<file path="config.mk">
export PLATFORM = sky130hd
export DESIGN_NAME = rvc_frame_parser
export DESIGN_NICKNAME = d
export VERILOG_FILES = /design/src/hw/rtl/rvc_pkg.sv /design/src/hw/rtl/rvc_front.sv /design/src/hw/rtl/rvc_queue.sv /design/src/hw/rtl/rvc_back.sv /design/src/hw/rtl/rvc_frame_parser.sv
export SDC_FILE = /design/constraint.sdc
export NUM_CORES = 1
export LEC_CHECK = 0
export BUFFER_PORTS_ARGS = -buffer_cell sky130_fd_sc_hd__clkbuf_2
export CAP_MARGIN = 20
export CORE_UTILIZATION = 63
export CTS_BUF_LIST = sky130_fd_sc_hd__clkbuf_2
export DETAILED_ROUTE_END_ITERATION = 6
export PLACE_DENSITY = 0.87
export SYNTH_ARGS = -nofsm -noshare
export SYNTH_HDL_FRONTEND = slang
export SYNTH_HIERARCHICAL = 1
export SYNTH_SLANG_ARGS = --single-unit
</file>
<file path="constraint.sdc">
create_clock -name i_clk -period 12.9 [get_ports i_clk]
set_clock_uncertainty 0.05 [all_clocks]
set_input_delay 1.29 -clock i_clk [delete_from_list [all_inputs] [get_ports i_clk]]
set_output_delay 1.29 -clock i_clk [all_outputs]
set_load 0.02 [all_outputs]
</file>
<file path="src/hw/rtl/rvc_pkg.sv">
// rvc_pkg: shared constants and types for the frame parser.
// Used by rvc_front, rvc_queue, rvc_back and rvc_frame_parser; no dependencies.
`default_nettype none

package rvc_pkg;

    // Frame layout
    localparam logic [7:0] HDR_BYTE    = 8'hAA;
    localparam int         CNT_W       = 5;
    localparam int         IDX_W       = 4;
    localparam logic [CNT_W-1:0] CHECK_POS = 5'd16;  // position of the checksum byte
    localparam int         STORE_DEPTH = 13;
    localparam logic [IDX_W-1:0] STORE_LEN = 4'd13;  // payload bytes kept for output
    localparam logic [IDX_W-1:0] FIRST_POS = 4'd0;

    // Front-to-back queue
    localparam int         QUEUE_DEPTH = 2;

    // Kind of a classified payload item
    typedef enum logic {
        K_DATA  = 1'b0,
        K_CHECK = 1'b1
    } t_kind;

    typedef struct packed {
        t_kind            kind;
        logic [IDX_W-1:0] idx;
        logic [7:0]       data;
    } t_entry;

endpackage

`default_nettype wire

</file>
<file path="src/hw/rtl/rvc_front.sv">
// rvc_front: header hunt and payload classification.
// Depends on rvc_pkg; pushes classified payload items into rvc_queue.
`default_nettype none

module rvc_front (
    input  wire logic          i_clk,
    input  wire logic          i_rst_n,
    input  wire logic          i_valid,
    input  wire logic [7:0]    i_rx_byte,
    input  wire logic          i_full,
    output logic               o_stall,
    output logic               o_push,
    output rvc_pkg::t_entry    o_entry
);

    typedef enum logic [2:0] {
        S_HUNT = 3'b001,
        S_HDR1 = 3'b010,
        S_DATA = 3'b100
    } t_phase;

    t_phase                      r_phase, n_phase;
    logic [rvc_pkg::CNT_W-1:0]   r_count, n_count;
    logic                        accept;

    assign o_stall = i_full;
    assign accept  = i_valid && !i_full;

    // Payload bytes go to the back end tagged with their position
    assign o_push        = accept && (r_phase == S_DATA);
    assign o_entry.kind  = (r_count == rvc_pkg::CHECK_POS) ? rvc_pkg::K_CHECK
                                                           : rvc_pkg::K_DATA;
    assign o_entry.idx   = r_count[rvc_pkg::IDX_W-1:0];
    assign o_entry.data  = i_rx_byte;

    // Phase and payload position
    always_comb begin
        n_phase = r_phase;
        n_count = r_count;
        if (accept) begin
            unique case (r_phase)
                S_HUNT: begin
                    n_phase = (i_rx_byte == rvc_pkg::HDR_BYTE) ? S_HDR1 : S_HUNT;
                end
                S_HDR1: begin
                    n_phase = (i_rx_byte == rvc_pkg::HDR_BYTE) ? S_DATA : S_HUNT;
                    n_count = '0;
                end
                S_DATA: begin
                    if (r_count == rvc_pkg::CHECK_POS) begin
                        n_phase = S_HUNT;
                        n_count = '0;
                    end else begin
                        n_count = r_count + 1'b1;
                    end
                end
                default: begin
                    n_phase = S_HUNT;
                    n_count = '0;
                end
            endcase
        end
    end

    always_ff @(posedge i_clk) begin
        if (!i_rst_n) begin
            r_phase <= S_HUNT;
            r_count <= '0;
        end else begin
            r_phase <= n_phase;
            r_count <= n_count;
        end
    end

endmodule

`default_nettype wire

</file>
<file path="src/hw/rtl/rvc_queue.sv">
// rvc_queue: small register FIFO between front and back ends.
// Depends on rvc_pkg for the item type.
`default_nettype none

module rvc_queue #(
    parameter int DEPTH = rvc_pkg::QUEUE_DEPTH
) (
    input  wire logic            i_clk,
    input  wire logic            i_rst_n,
    input  wire logic            i_push,
    input  wire rvc_pkg::t_entry i_entry,
    output logic                 o_full,
    output logic                 o_valid,
    input  wire logic            i_pop,
    output rvc_pkg::t_entry      o_entry
);

    localparam int PW = (DEPTH > 1) ? $clog2(DEPTH) : 1;
    localparam int CW = $clog2(DEPTH + 1);
    localparam logic [PW-1:0] LAST = PW'(DEPTH - 1);
    localparam logic [CW-1:0] FULL = CW'(DEPTH);

    rvc_pkg::t_entry   r_mem [DEPTH];
    logic [PW-1:0]     r_wr_ptr, r_rd_ptr;
    logic [CW-1:0]     r_count;
    logic              do_push, do_pop;

    assign o_full  = (r_count == FULL);
    assign o_valid = (r_count != '0);
    assign o_entry = r_mem[r_rd_ptr];
    assign do_push = i_push && !o_full;
    assign do_pop  = i_pop && o_valid;

    // Storage
    always_ff @(posedge i_clk) begin
        if (do_push) begin
            r_mem[r_wr_ptr] <= i_entry;
        end
    end

    // Pointers and fill level
    always_ff @(posedge i_clk) begin
        if (!i_rst_n) begin
            r_wr_ptr <= '0;
            r_rd_ptr <= '0;
            r_count  <= '0;
        end else begin
            if (do_push) begin
                r_wr_ptr <= (r_wr_ptr == LAST) ? '0 : r_wr_ptr + 1'b1;
            end
            if (do_pop) begin
                r_rd_ptr <= (r_rd_ptr == LAST) ? '0 : r_rd_ptr + 1'b1;
            end
            if (do_push && !do_pop) begin
                r_count <= r_count + 1'b1;
            end else if (do_pop && !do_push) begin
                r_count <= r_count - 1'b1;
            end
        end
    end

endmodule

`default_nettype wire

</file>
<file path="src/hw/rtl/rvc_back.sv">
// rvc_back: payload store, running checksum and result register.
// Depends on rvc_pkg; drains items from rvc_queue.
`default_nettype none

module rvc_back (
    input  wire logic            i_clk,
    input  wire logic            i_rst_n,
    input  wire logic            i_q_valid,
    input  wire rvc_pkg::t_entry i_q_entry,
    output logic                 o_pop,
    output logic                 o_valid,
    input  wire logic            i_stall,
    output logic [7:0]           o_frame_index,
    output logic signed [15:0]   o_yaw_centideg,
    output logic signed [15:0]   o_pitch_centideg,
    output logic signed [15:0]   o_roll_centideg,
    output logic signed [15:0]   o_accel_x_milli,
    output logic signed [15:0]   o_accel_y_milli,
    output logic signed [15:0]   o_accel_z_milli,
    output logic                 o_checksum_ok,
    output logic [7:0]           o_received_checksum,
    output logic [7:0]           o_computed_checksum
);

    logic [7:0]   r_store [rvc_pkg::STORE_DEPTH];
    logic [7:0]   r_sum, n_sum;
    logic         r_valid;
    logic         out_free, is_check, pop_data, pop_check;

    // Data items never wait; the checksum item waits for a free result slot
    assign out_free  = !r_valid || !i_stall;
    assign is_check  = (i_q_entry.kind == rvc_pkg::K_CHECK);
    assign o_pop     = i_q_valid && (!is_check || out_free);
    assign pop_data  = o_pop && !is_check;
    assign pop_check = o_pop && is_check;
    assign o_valid   = r_valid;

    // Running sum restarts at the first payload byte
    assign n_sum = (i_q_entry.idx == rvc_pkg::FIRST_POS) ? i_q_entry.data
                                                          : r_sum + i_q_entry.data;

    always_ff @(posedge i_clk) begin
        if (pop_data) begin
            r_sum <= n_sum;
            if (i_q_entry.idx < rvc_pkg::STORE_LEN) begin
                r_store[i_q_entry.idx] <= i_q_entry.data;
            end
        end
    end

    // Result payload
    always_ff @(posedge i_clk) begin
        if (pop_check) begin
            o_frame_index       <= r_store[0];
            o_yaw_centideg      <= {r_store[2],  r_store[1]};
            o_pitch_centideg    <= {r_store[4],  r_store[3]};
            o_roll_centideg     <= {r_store[6],  r_store[5]};
            o_accel_x_milli     <= {r_store[8],  r_store[7]};
            o_accel_y_milli     <= {r_store[10], r_store[9]};
            o_accel_z_milli     <= {r_store[12], r_store[11]};
            o_checksum_ok       <= (r_sum == i_q_entry.data);
            o_received_checksum <= i_q_entry.data;
            o_computed_checksum <= r_sum;
        end
    end

    // Result valid
    always_ff @(posedge i_clk) begin
        if (!i_rst_n) begin
            r_valid <= 1'b0;
        end else if (pop_check) begin
            r_valid <= 1'b1;
        end else if (!i_stall) begin
            r_valid <= 1'b0;
        end
    end

endmodule

`default_nettype wire

</file>
<file path="src/hw/rtl/rvc_frame_parser.sv">
// rvc_frame_parser: top level of the byte-serial IMU frame parser.
// Depends on rvc_pkg, rvc_front, rvc_queue and rvc_back.
//
//   channel | handshake               | payload
//   --------+-------------------------+-------------------------------------
//   in      | i_in_valid / o_in_stall | i_rx_byte
//   out     | o_out_valid / i_out_stall | frame_index, six angles/accels,
//           |                         | checksum_ok, received/computed sum
//
// One byte is taken per cycle unless the input is stalled. A result is shown
// from the back end's result register after its checksum leaves the queue.
// Reset is synchronous, active low; it clears phase, queue and result valid.
// The input stalls only when the queue is full, which happens only while a
// finished result is held by a stalled output.
`default_nettype none

module rvc_frame_parser #(
    parameter int QUEUE_DEPTH = rvc_pkg::QUEUE_DEPTH
) (
    input  wire logic          i_clk,
    input  wire logic          i_rst_n,
    input  wire logic          i_in_valid,
    output logic               o_in_stall,
    input  wire logic [7:0]    i_rx_byte,
    output logic               o_out_valid,
    input  wire logic          i_out_stall,
    output logic [7:0]         o_frame_index,
    output logic signed [15:0] o_yaw_centideg,
    output logic signed [15:0] o_pitch_centideg,
    output logic signed [15:0] o_roll_centideg,
    output logic signed [15:0] o_accel_x_milli,
    output logic signed [15:0] o_accel_y_milli,
    output logic signed [15:0] o_accel_z_milli,
    output logic               o_checksum_ok,
    output logic [7:0]         o_received_checksum,
    output logic [7:0]         o_computed_checksum
);

    logic             q_full, q_push, q_valid, q_pop;
    rvc_pkg::t_entry  q_wr_entry, q_rd_entry;

    rvc_front u_front (
        .i_clk     (i_clk),
        .i_rst_n   (i_rst_n),
        .i_valid   (i_in_valid),
        .i_rx_byte (i_rx_byte),
        .i_full    (q_full),
        .o_stall   (o_in_stall),
        .o_push    (q_push),
        .o_entry   (q_wr_entry)
    );

    rvc_queue #(
        .DEPTH (QUEUE_DEPTH)
    ) u_queue (
        .i_clk   (i_clk),
        .i_rst_n (i_rst_n),
        .i_push  (q_push),
        .i_entry (q_wr_entry),
        .o_full  (q_full),
        .o_valid (q_valid),
        .i_pop   (q_pop),
        .o_entry (q_rd_entry)
    );

    rvc_back u_back (
        .i_clk               (i_clk),
        .i_rst_n             (i_rst_n),
        .i_q_valid           (q_valid),
        .i_q_entry           (q_rd_entry),
        .o_pop               (q_pop),
        .o_valid             (o_out_valid),
        .i_stall             (i_out_stall),
        .o_frame_index       (o_frame_index),
        .o_yaw_centideg      (o_yaw_centideg),
        .o_pitch_centideg    (o_pitch_centideg),
        .o_roll_centideg     (o_roll_centideg),
        .o_accel_x_milli     (o_accel_x_milli),
        .o_accel_y_milli     (o_accel_y_milli),
        .o_accel_z_milli     (o_accel_z_milli),
        .o_checksum_ok       (o_checksum_ok),
        .o_received_checksum (o_received_checksum),
        .o_computed_checksum (o_computed_checksum)
    );

    // No result survives reset
    a_reset_clears: assert property (@(posedge i_clk)
        !i_rst_n |=> !o_out_valid)
        else $error("result valid after reset");

    // Match flag agrees with the two sums it reports
    a_sum_flag: assert property (@(posedge i_clk) disable iff (!i_rst_n)
        o_out_valid |-> (o_checksum_ok == (o_received_checksum == o_computed_checksum)))
        else $error("checksum flag inconsistent");

    // Input back-pressure only comes from a held result
    a_stall_cause: assert property (@(posedge i_clk) disable iff (!i_rst_n)
        o_in_stall |-> o_out_valid)
        else $error("input stalled with no result pending");

    // A popped checksum item always produces a result next cycle
    a_check_emits: assert property (@(posedge i_clk) disable iff (!i_rst_n)
        (q_pop && q_rd_entry.kind == rvc_pkg::K_CHECK) |=> o_out_valid)
        else $error("checksum item lost");

endmodule

`default_nettype wire
</file>
# == Word-level counts from Yosys, hierarchy flattened ==
# Memory sizes are Yosys's and may differ from the RTL's. A register that Yosys moved wholly into a read port is not among the register bits.
# Index checks and enable logic that the tools add are counted.
# totals
mem_count,2
elab_cells,72
inputBits,12
output_inout_bits,123
regBits,38
ramBits,130
# memory_table
memory,depth,width,read_ports,rd_clocked_by_memory_dff,write_ports,line_no,text
u_back.r_store,13,8,13,13,1,rvc_back.sv:25,logic [7:0] r_store [rvc_pkg::STORE_DEPTH];
u_queue.r_mem,2,13,1,1,1,rvc_queue.sv:23,rvc_pkg::t_entry r_mem [DEPTH];
# op_classes
bitwise_logic,1
n_reduce_logical,22
n_eq_ne,9
magnitude_cmp,1
n_mux,21
n_addsub,6
# op_table
operator,n
1-bit 2-to-1 mux,12
5-bit one-hot mux with 2 select lines,1
1-bit logical AND,9
3-bit one-hot mux with 3 select lines,1
8-bit adder,1
8-bit equality test,1
"8-bit equality test, second input constant",1
8-bit 2-to-1 mux,1
1-bit zero test,6
2-bit 2-to-1 mux,3
3-bit 2-to-1 mux,2
"5-bit by 1-bit adder with 5-bit output, second input constant",1
"5-bit equality test, second input constant",1
5-bit 2-to-1 mux,1
4-bit zero test,1
"4-bit < comparator, second input constant",1
2-bit AND reduction,2
2-bit nonzero test,2
"3-bit by 1-bit equality test with 1-bit output, second input constant",1
"3-bit by 2-bit equality test with 1-bit output, second input constant",1
"3-bit equality test, second input constant",1
"1-bit adder, second input constant",2
"2-bit by 1-bit adder with 2-bit output, second input constant",1
"2-bit equality test, second input constant",1
other kinds (5),6

# == Depth between registers and ports, before layout ==
# Gate-level depths: netlist of run 1.
# depth
word_depth,9
depth_mapped,11
mapped_depth_nobuf,10

# == Cells and area by module ==
# The synthesis of run 1 kept the hierarchy.
# by_module_without_submodules
mod,area_per_inst_um2,instances,seq_area_each_um2,cells_per_inst
rvc_back,7634.8,1,7016.7,327
rvc_queue,1168.6,1,880.8,65
rvc_front,584.3,1,160.2,71

# == Worst setup path after synthesis of run 1 ==
# OpenSTA, ideal clock, no wires.
# synth_timing
path_kind,in2reg
from,input port i_out_stall
to,register u_back.o_accel_x_milli[0] (read register of u_back.r_store) (enable)
cell_stages,1
slack_ns,5.070
required_ns,12.209
n_path_buf,0
t_arrival_ns,7.139
setup_time_ns,0.641
path_cell_list,a21oi_1
# synth_via
elab_chain_len,5
# synth_rtl
element,line_no,text
"start, declared",rvc_frame_parser.sv:26,"input wire logic i_out_stall,"
1-bit zero test,rvc_back.sv:31,assign out_free = !r_valid || !i_stall;
1-bit logical OR,rvc_back.sv:31,
1-bit logical OR,rvc_back.sv:33,assign o_pop = i_q_valid && (!is_check || out_free);
1-bit logical AND,rvc_back.sv:33,
1-bit logical AND,rvc_back.sv:35,assign pop_check = o_pop && is_check;
"end, declared",rvc_back.sv:17,"output logic signed [15:0] o_accel_x_milli,"
# Every way passes these cells.
# A chain may end at the register's enable or synchronous reset.

==> run_results.csv, run 1 <==
group,metric,value,unit
logic_synthesis,synth_seq_cells,273,
power,finalPower,1440,uW
power,intPower,1130,uW
clock_tree,cts_setup_buffers,0,
place,gp_congestion,0.799,
finish,final_util,0.738,
worst_setup_path,r2r_cells,4,
logic_synthesis,syn-cell-area,0.00939,mm2
routing,dr.pass1.iters,5,
clock_tree,postCtsHoldBufs,0,
logic_synthesis,ys_types,53,
finish,layout-drive-gt1-share,0.364,
die,die-height,124,um
power,peakVddDrop,0.0000617,V
global_routing,grt-ovfl-total,0,
place,dp_hpwl,11000,um
timing,finalSetupViolations,0,
logic_synthesis,synth_nets,486,
timing,finalCritPeriodShare,0.278,
logic_synthesis,synth_area_leaders,"edfxtp_1 83%, dfxtp_1 3.0%, mux2_2 1.6%",
worst_setup_path,r2r-end,"u_back/r_store[4][1]",
worst_setup_path,slowest_stage,"nor3_1",
clock_tree,cts_resized,0,
worst_setup_path,r2r_setup_slack,9.32,ns
clock_tree,root_buffer,"clkbuf_2",
power,combPwrFrac,0.003,
power,power.leakage,0.00384,uW
worst_setup_path,crit_type,"flip-flop to flip-flop",
global_routing,track_usage,0.232,
worst_setup_path,worst_setup_path_start_kind,"flip-flop",
logic_synthesis,ys_seq_area_frac,0.858,
timing,max_slew_margin,0.252,
power,switchingPower,310,uW
worst_setup_path,path_cells,"mux2_2 -> nor2_1 -> nand3b_1 -> nor3_1",
die,dieArea,0.0154,mm2
timing,worstMarginPinSlew,1.12,ns
clock_tree,clock_sinks,273,
power,p_per_area,134,mW/mm2
outcome,status,"completed",
worst_setup_path,required,13.23,ns
power,power_frac_clock,0.332,
clock_tree,clock_latency,0.79,ns
finish,seq_area,0.00806,mm2
timing,worst_slack,9.32,ns
timing,fin_crit,3.58,ns
die,core_area,0.0145,mm2
timing,fmax,279,MHz
power,p_sw_frac,0.215,
worst_setup_path,worstSetupEndpointType,"flip-flop",
routing,ant_nets,0,
routing,drcViolationCount,0,
logic_synthesis,async_reset_ff_frac,0,
worst_setup_path,cp.arrival,3.92,ns
routing,routed_wl,17800,um
min_path,hold_class,"flip-flop to flip-flop",
routing,vias_per_cell,5.63,
finish,diodes,0,
place,io_buffers,134,
power,seqPwrFrac,0.664,
clock_tree,htree_levels,2,
clock_tree,path_clk_slew,0.11,ns
clock_tree,clk_path_buf_depth,3,
run,maxCapViolCount,0,
clock_tree,cts_tree,"done",
logic_synthesis,syn_inst,463,
finish,num-fill-cells,813,
finish,syn_to_final_growth,14.3,%
die,die_width,124,um
routing,num_vias,4897,
finish,multi_input_area,0.00119,mm2
die,placementRows,44,
global_routing,grt_max_degree,97,
logic_synthesis,yosysTopAreaCellShare,0.828,
finish,nNetsFinal,668,
finish,fin_cells,870,
worst_setup_path,slowest_delay,0.86,ns
global_routing,grt_pass1_vias,4885,
timing,rsz0062_at_grt,"no",
min_path,hold_depth,0,
logic_synthesis,synth_area_per_cell,20.3,um2
routing,first_iter_violations,442,
routing,wl_per_cell,20.4,um
die,pin_count,135,
logic_synthesis,yosysMostFrequentCell,"edfxtp_1",
clock_tree,tritoncts.num_buffers,58,
global_routing,grt_antenna_before_repair,0,
global_routing,grt_pass1_wl,25700,um
logic_synthesis,yosysWarnings,6,
die,initial_core_util,0.646,
timing,tns,0,ns
logic_synthesis,synth_largest_area_cell,"edfxtp_1",
worst_setup_path,worstSetupEndpoint,"u_back/r_store[4][1]",
logic_synthesis,synth_edf_count,259,
place,place_inst,766,
logic_synthesis,ys_top_cells_by_count,"259 x edfxtp_1, 24 x nor2_1, 19 x nand2_1, 14 x dfxtp_1",
worst_setup_path,path_max_fanout,13,
logic_synthesis,synth_ff_type,"edfxtp_1",
place,dpl_worst_slack,9.27,ns
timing,drv_slew,0,
timing,hold_viol,0,
metal layers:
layer,track usage,part of all wire
met1,0.276,0.37
met5,0,0
met3,0.0696,0.080
met2,0.395,0.52
met4,0.0967,0.024
placed cells by master, fill, tap and decap left out, types with 2 or more instances in the layout:
master,Yosys,layout
and4bb_1,2,2
or3_1,2,2
nand2_1,19,19
mux2_2,13,13
and3_1,2,2
a21boi_0,3,3
o21a_1,6,6
buf_4,13,2
a21boi_1,2,2
a21oi_1,6,5
nand2b_1,7,7
clkinv_2,0,3
nor4_1,2,2
nor3_1,8,8
dfxtp_1,14,14
o21ai_0,6,6
o31ai_1,2,2
a31oi_1,3,3
nand3_1,2,2
nand3b_1,2,2
nor2_1,24,24
and2_1,3,3
inv_1,8,8
edfxtp_1,259,259
xnor2_1,8,8
a21o_1,2,2
ha_1,10,10
inv_2,1,2
a211oi_1,3,3
clkbuf_2,0,216
nor3b_1,3,3
clkinv_1,0,14
xor2_1,2,2
cell type report:
class	count	area share
sequential	273	0.751
multi-input combinational	164	0.111
timing repair buffer	139	0.0680
clock buffer	82	0.0382
tap	184	0.0215
clock inverter	19	0.00735
inverter	9	0.00315
power groups by stage:
stage	Clock, uW	Combinational [uW]	Sequential, uW
2_1_floorplan	0	3.43	974
4_1_cts	485	4.79	954
3_5_place_dp	0	4.77	974
5_1_grt	531	5.32	954
6_report	477	4.77	954
3_3_place_gp	0	4.50	974
cells by family after synthesis:
kind of cell	Yosys count	synth area share
AND/OR/NAND/NOR	88	0.0536
AO/OA/AOI/OAI	41	0.0305
flip-flops	273	0.858
adder cells (fa/ha/maj)	11	0.0155
XOR/XNOR	10	0.00933
multiplexers	14	0.0167
buffers and inverters	26	0.0161
worst max-delay path: cells and delay by family, from the launching register on:
family           cells  cell delay (ns)
flip-flops           1             0.69
multiplexers         1             0.44
AND/OR/NAND/NOR      3             2.02
through the flow:
| step | hold slack (ns) | instance area (um2) |
|---|---|---|
| floorplan | 0.350 | 9390 |
| global placement | 0.352 | 10200 |
| detailed placement | 0.355 | 10200 |
| CTS | 0.337 | 10700 |
| global route | 0.355 | 10700 |
| finish | 0.331 | 10700 |
sequential cells by signal, summed over array words and instances, names as in the netlist, named ones only:
| signal | flops |
|---|---|
| u_queue/r_mem | 26 |
| u_back/o_received_checksum | 8 |
| u_back/r_store | 104 |
| u_back/o_frame_index | 8 |
| u_back/o_accel_z_milli | 16 |
| u_queue/r_wr_ptr | 1 |
| u_front/r_phase | 3 |
| u_back/o_valid | 1 |
| u_queue/r_rd_ptr | 1 |
| u_back/o_computed_checksum | 8 |
| u_back/o_yaw_centideg | 16 |
| u_back/r_sum | 8 |
| u_front/r_count | 5 |
| u_queue/r_count | 2 |
| u_back/o_accel_y_milli | 16 |
| u_back/o_accel_x_milli | 16 |
| u_back/o_roll_centideg | 16 |
| u_back/o_pitch_centideg | 16 |
| u_back/o_checksum_ok | 1 |
worst min-delay path by stage:
| stage | from | end |
|---|---|---|
| after floorplan | u_back/r_store[7][0] | u_back/o_accel_x_milli[0] |
| after global placement | u_back/r_store[7][1] | u_back/o_accel_x_milli[1] |
| after detailed placement | u_back/r_store[8][2] | u_back/o_accel_x_milli[10] |
| after CTS | u_back/r_store[12][1] | u_back/o_accel_z_milli[9] |
| after global routing | u_back/r_store[12][5] | u_back/o_accel_z_milli[13] |
| final | u_back/r_store[4][1] | u_back/o_pitch_centideg[9] |
Power figures use the tool's default switching activity.
==> run 2, diff against run 1 <==
--- a/config.mk
+++ b/config.mk
@@ -7,10 +7,10 @@
 export LEC_CHECK = 0
 export BUFFER_PORTS_ARGS = -buffer_cell sky130_fd_sc_hd__clkbuf_2
 export CAP_MARGIN = 20
-export CORE_UTILIZATION = 63
+export CORE_UTILIZATION = 53
 export CTS_BUF_LIST = sky130_fd_sc_hd__clkbuf_2
 export DETAILED_ROUTE_END_ITERATION = 6
-export PLACE_DENSITY = 0.87
+export PLACE_DENSITY = 0.78
 export SYNTH_ARGS = -nofsm -noshare
 export SYNTH_HDL_FRONTEND = slang
 export SYNTH_HIERARCHICAL = 1
==> constraint.sdc (replaced) <==
create_clock -name i_clk -period 3.23 [get_ports i_clk]
set_clock_uncertainty 0.05 [all_clocks]
set_input_delay 0.323 -clock i_clk [delete_from_list [all_inputs] [get_ports i_clk]]
set_output_delay 0.323 -clock i_clk [all_outputs]
set_load 0.02 [all_outputs]
==> run 2 against run 1 <==
Compared with the run above: sequential power grew to 4.0 times the previous value; hold slack worse by 0.070 ns; first-iteration DRC count shrank 25%; highest routed layer unchanged; clock power rose to 3.9 times the previous value.
==> run_results.csv, run 2 (synthesized netlist as in run 1, its figures left out) <==
group,metric,value,unit
worst_setup_path,slowest_delay,0.72,ns
routing,vias_per_cell,5.15,
finish,diodes,0,
finish,reg_top3,"u_back/r_store: 104 flops, u_queue/r_mem: 26 flops",
die,placementRows,48,
clock_tree,path_clk_slew,0.10,ns
worst_setup_path,slowest_stage,"dfxtp_1",
global_routing,grt_antenna_before_repair,0,
place,gp_congestion,0.814,
routing,routed_wl,16800,um
timing,hold_slack,0.260,ns
worst_setup_path,cp_top_family,"compound AO/OA/AOI/OAI gates",
routing,dr.pass1.iters,5,
timing,hold_viol,0,
worst_setup_path,worstSetupEndpointType,"flip-flop",
routing,ant_nets,0,
clock_tree,clk_path_buf_depth,3,
global_routing,grt_max_degree,122,
place,io_buffers,134,
min_path,hold_class,"input port to flip-flop",
global_routing,track_usage,0.187,
clock_tree,cts_setup_buffers,0,
clock_tree,tritoncts.num_buffers,58,
clock_tree,cts_resized,0,
finish,nNetsFinal,686,
power,finalPower,5710,uW
die,pin_count,135,
global_routing,grt_pass1_vias,4680,
clock_tree,clock_sinks,273,
worst_setup_path,crit_type,"flip-flop to flip-flop",
finish,num-fill-cells,1202,
finish,multi_input_area,0.00119,mm2
finish,final_cell_mix,"259 x edfxtp_1, 221 x clkbuf_2, 24 x nor2_1",
timing,finalCritPeriodShare,0.920,
routing,drcViolationCount,0,
power,p_per_area,523,mW/mm2
power,peakVddDrop,0.000235,V
worst_setup_path,path_max_fanout,17,
global_routing,grt-ovfl-total,0,
clock_tree,postCtsHoldBufs,12,
power,power.leakage,0.00393,uW
place,dp_hpwl,11200,um
global_routing,grt_pass1_wl,24700,um
finish,layout-drive-gt1-share,0.370,
worst_setup_path,cp.arrival,3.47,ns
clock_tree,htree_levels,2,
clock_tree,root_buffer,"clkbuf_2",
run,maxCapViolCount,0,
routing,first_iter_violations,332,
place,place_inst,816,
finish,final_util,0.632,
timing,tns,0,ns
timing,fmax,336,MHz
worst_setup_path,required,3.72,ns
clock_tree,cts_tree,"done",
timing,max_slew_margin,0.446,
worst_setup_path,worst-path-buf-inv,0,
die,dieArea,0.0182,mm2
die,die_width,135,um
clock_tree,clock_latency,0.80,ns
timing,fin_crit,2.97,ns
worst_setup_path,worst_setup_path_start_kind,"flip-flop",
outcome,status,"completed",
die,initial_core_util,0.543,
finish,seq_area,0.00806,mm2
finish,fin_cells,925,
worst_setup_path,path_cells,"mux2_2 -> ha_1 -> a211oi_1 -> nor2_1 -> a221oi_2 -> xnor2_1 -> a32o_1",
timing,worstMarginPinSlew,0.824,ns
die,die-height,135,um
timing,finalSetupViolations,0,
die,core_area,0.0173,mm2
finish,largest_reg_flops,104,
finish,syn_to_final_growth,16.4,%
finish,layout_commonest_cell,"edfxtp_1",
timing,drv_slew,0,
routing,num_vias,4761,
routing,wl_per_cell,18.2,um
timing,rsz0062_at_grt,"no",
finish,top_register,"u_back/r_store",
==> run 2: worst reg2reg max path: stages (launching register included) <==
cell	delay [ns]
dfxtp_1	0.72
mux2_2	0.55
ha_1	0.38
a211oi_1	0.27
nor2_1	0.16
a221oi_2	0.29
xnor2_1	0.10
a32o_1	0.23
==> run 2: cell type report <==
class,instances,area share
Sequential cell,273,0.737
Multi-Input combinational cell,164,0.109
Timing Repair Buffer,157,0.0810
Clock buffer,87,0.0398
Tap cell,225,0.0258
Clock inverter,10,0.00435
Inverter,9,0.00309
==> run 2: layer usage <==
layer / routed length [um] / global-route usage
met5: 0 / 0
met3: 1280 / 0.0432
met1: 6790 / 0.233
met4: 293 / 0.0724
met2: 8450 / 0.317
==> run 2: metrics by stage <==
step                      setup WS [ns]  area [um2]
after detailed placement          0.314       10300
after floorplan                  0.0972        9400
final                             0.257       10900
after global placement            0.470       10300
after global routing             0.0899       10900
after CTS                         0.291       10900
==> run 2: power by group <==
group | internal, uW | total [uW] | switching [uW]
logic | 16.0 | 30.6 | 14.7
registers | 3810 | 3810 | 0.109
clock network | 710 | 1870 | 1160
total | 4540 | 5710 | 1180
==> run 2: path summary, 6_finish.rpt <==
path / endpoint / from / cells after the start / slack (ns)
setup / recovery: u_back/r_sum[7] / flip-flop / 7 / 0.26
hold reg to reg: u_back/o_accel_z_milli[3] / u_back/r_store[11][3] / 0 / 0.36
hold / removal: u_queue/r_mem[0][2] / i_rx_byte[2] / 2 / 0.26
setup reg to reg: u_back/r_sum[7] / flip-flop / 7 / 0.26
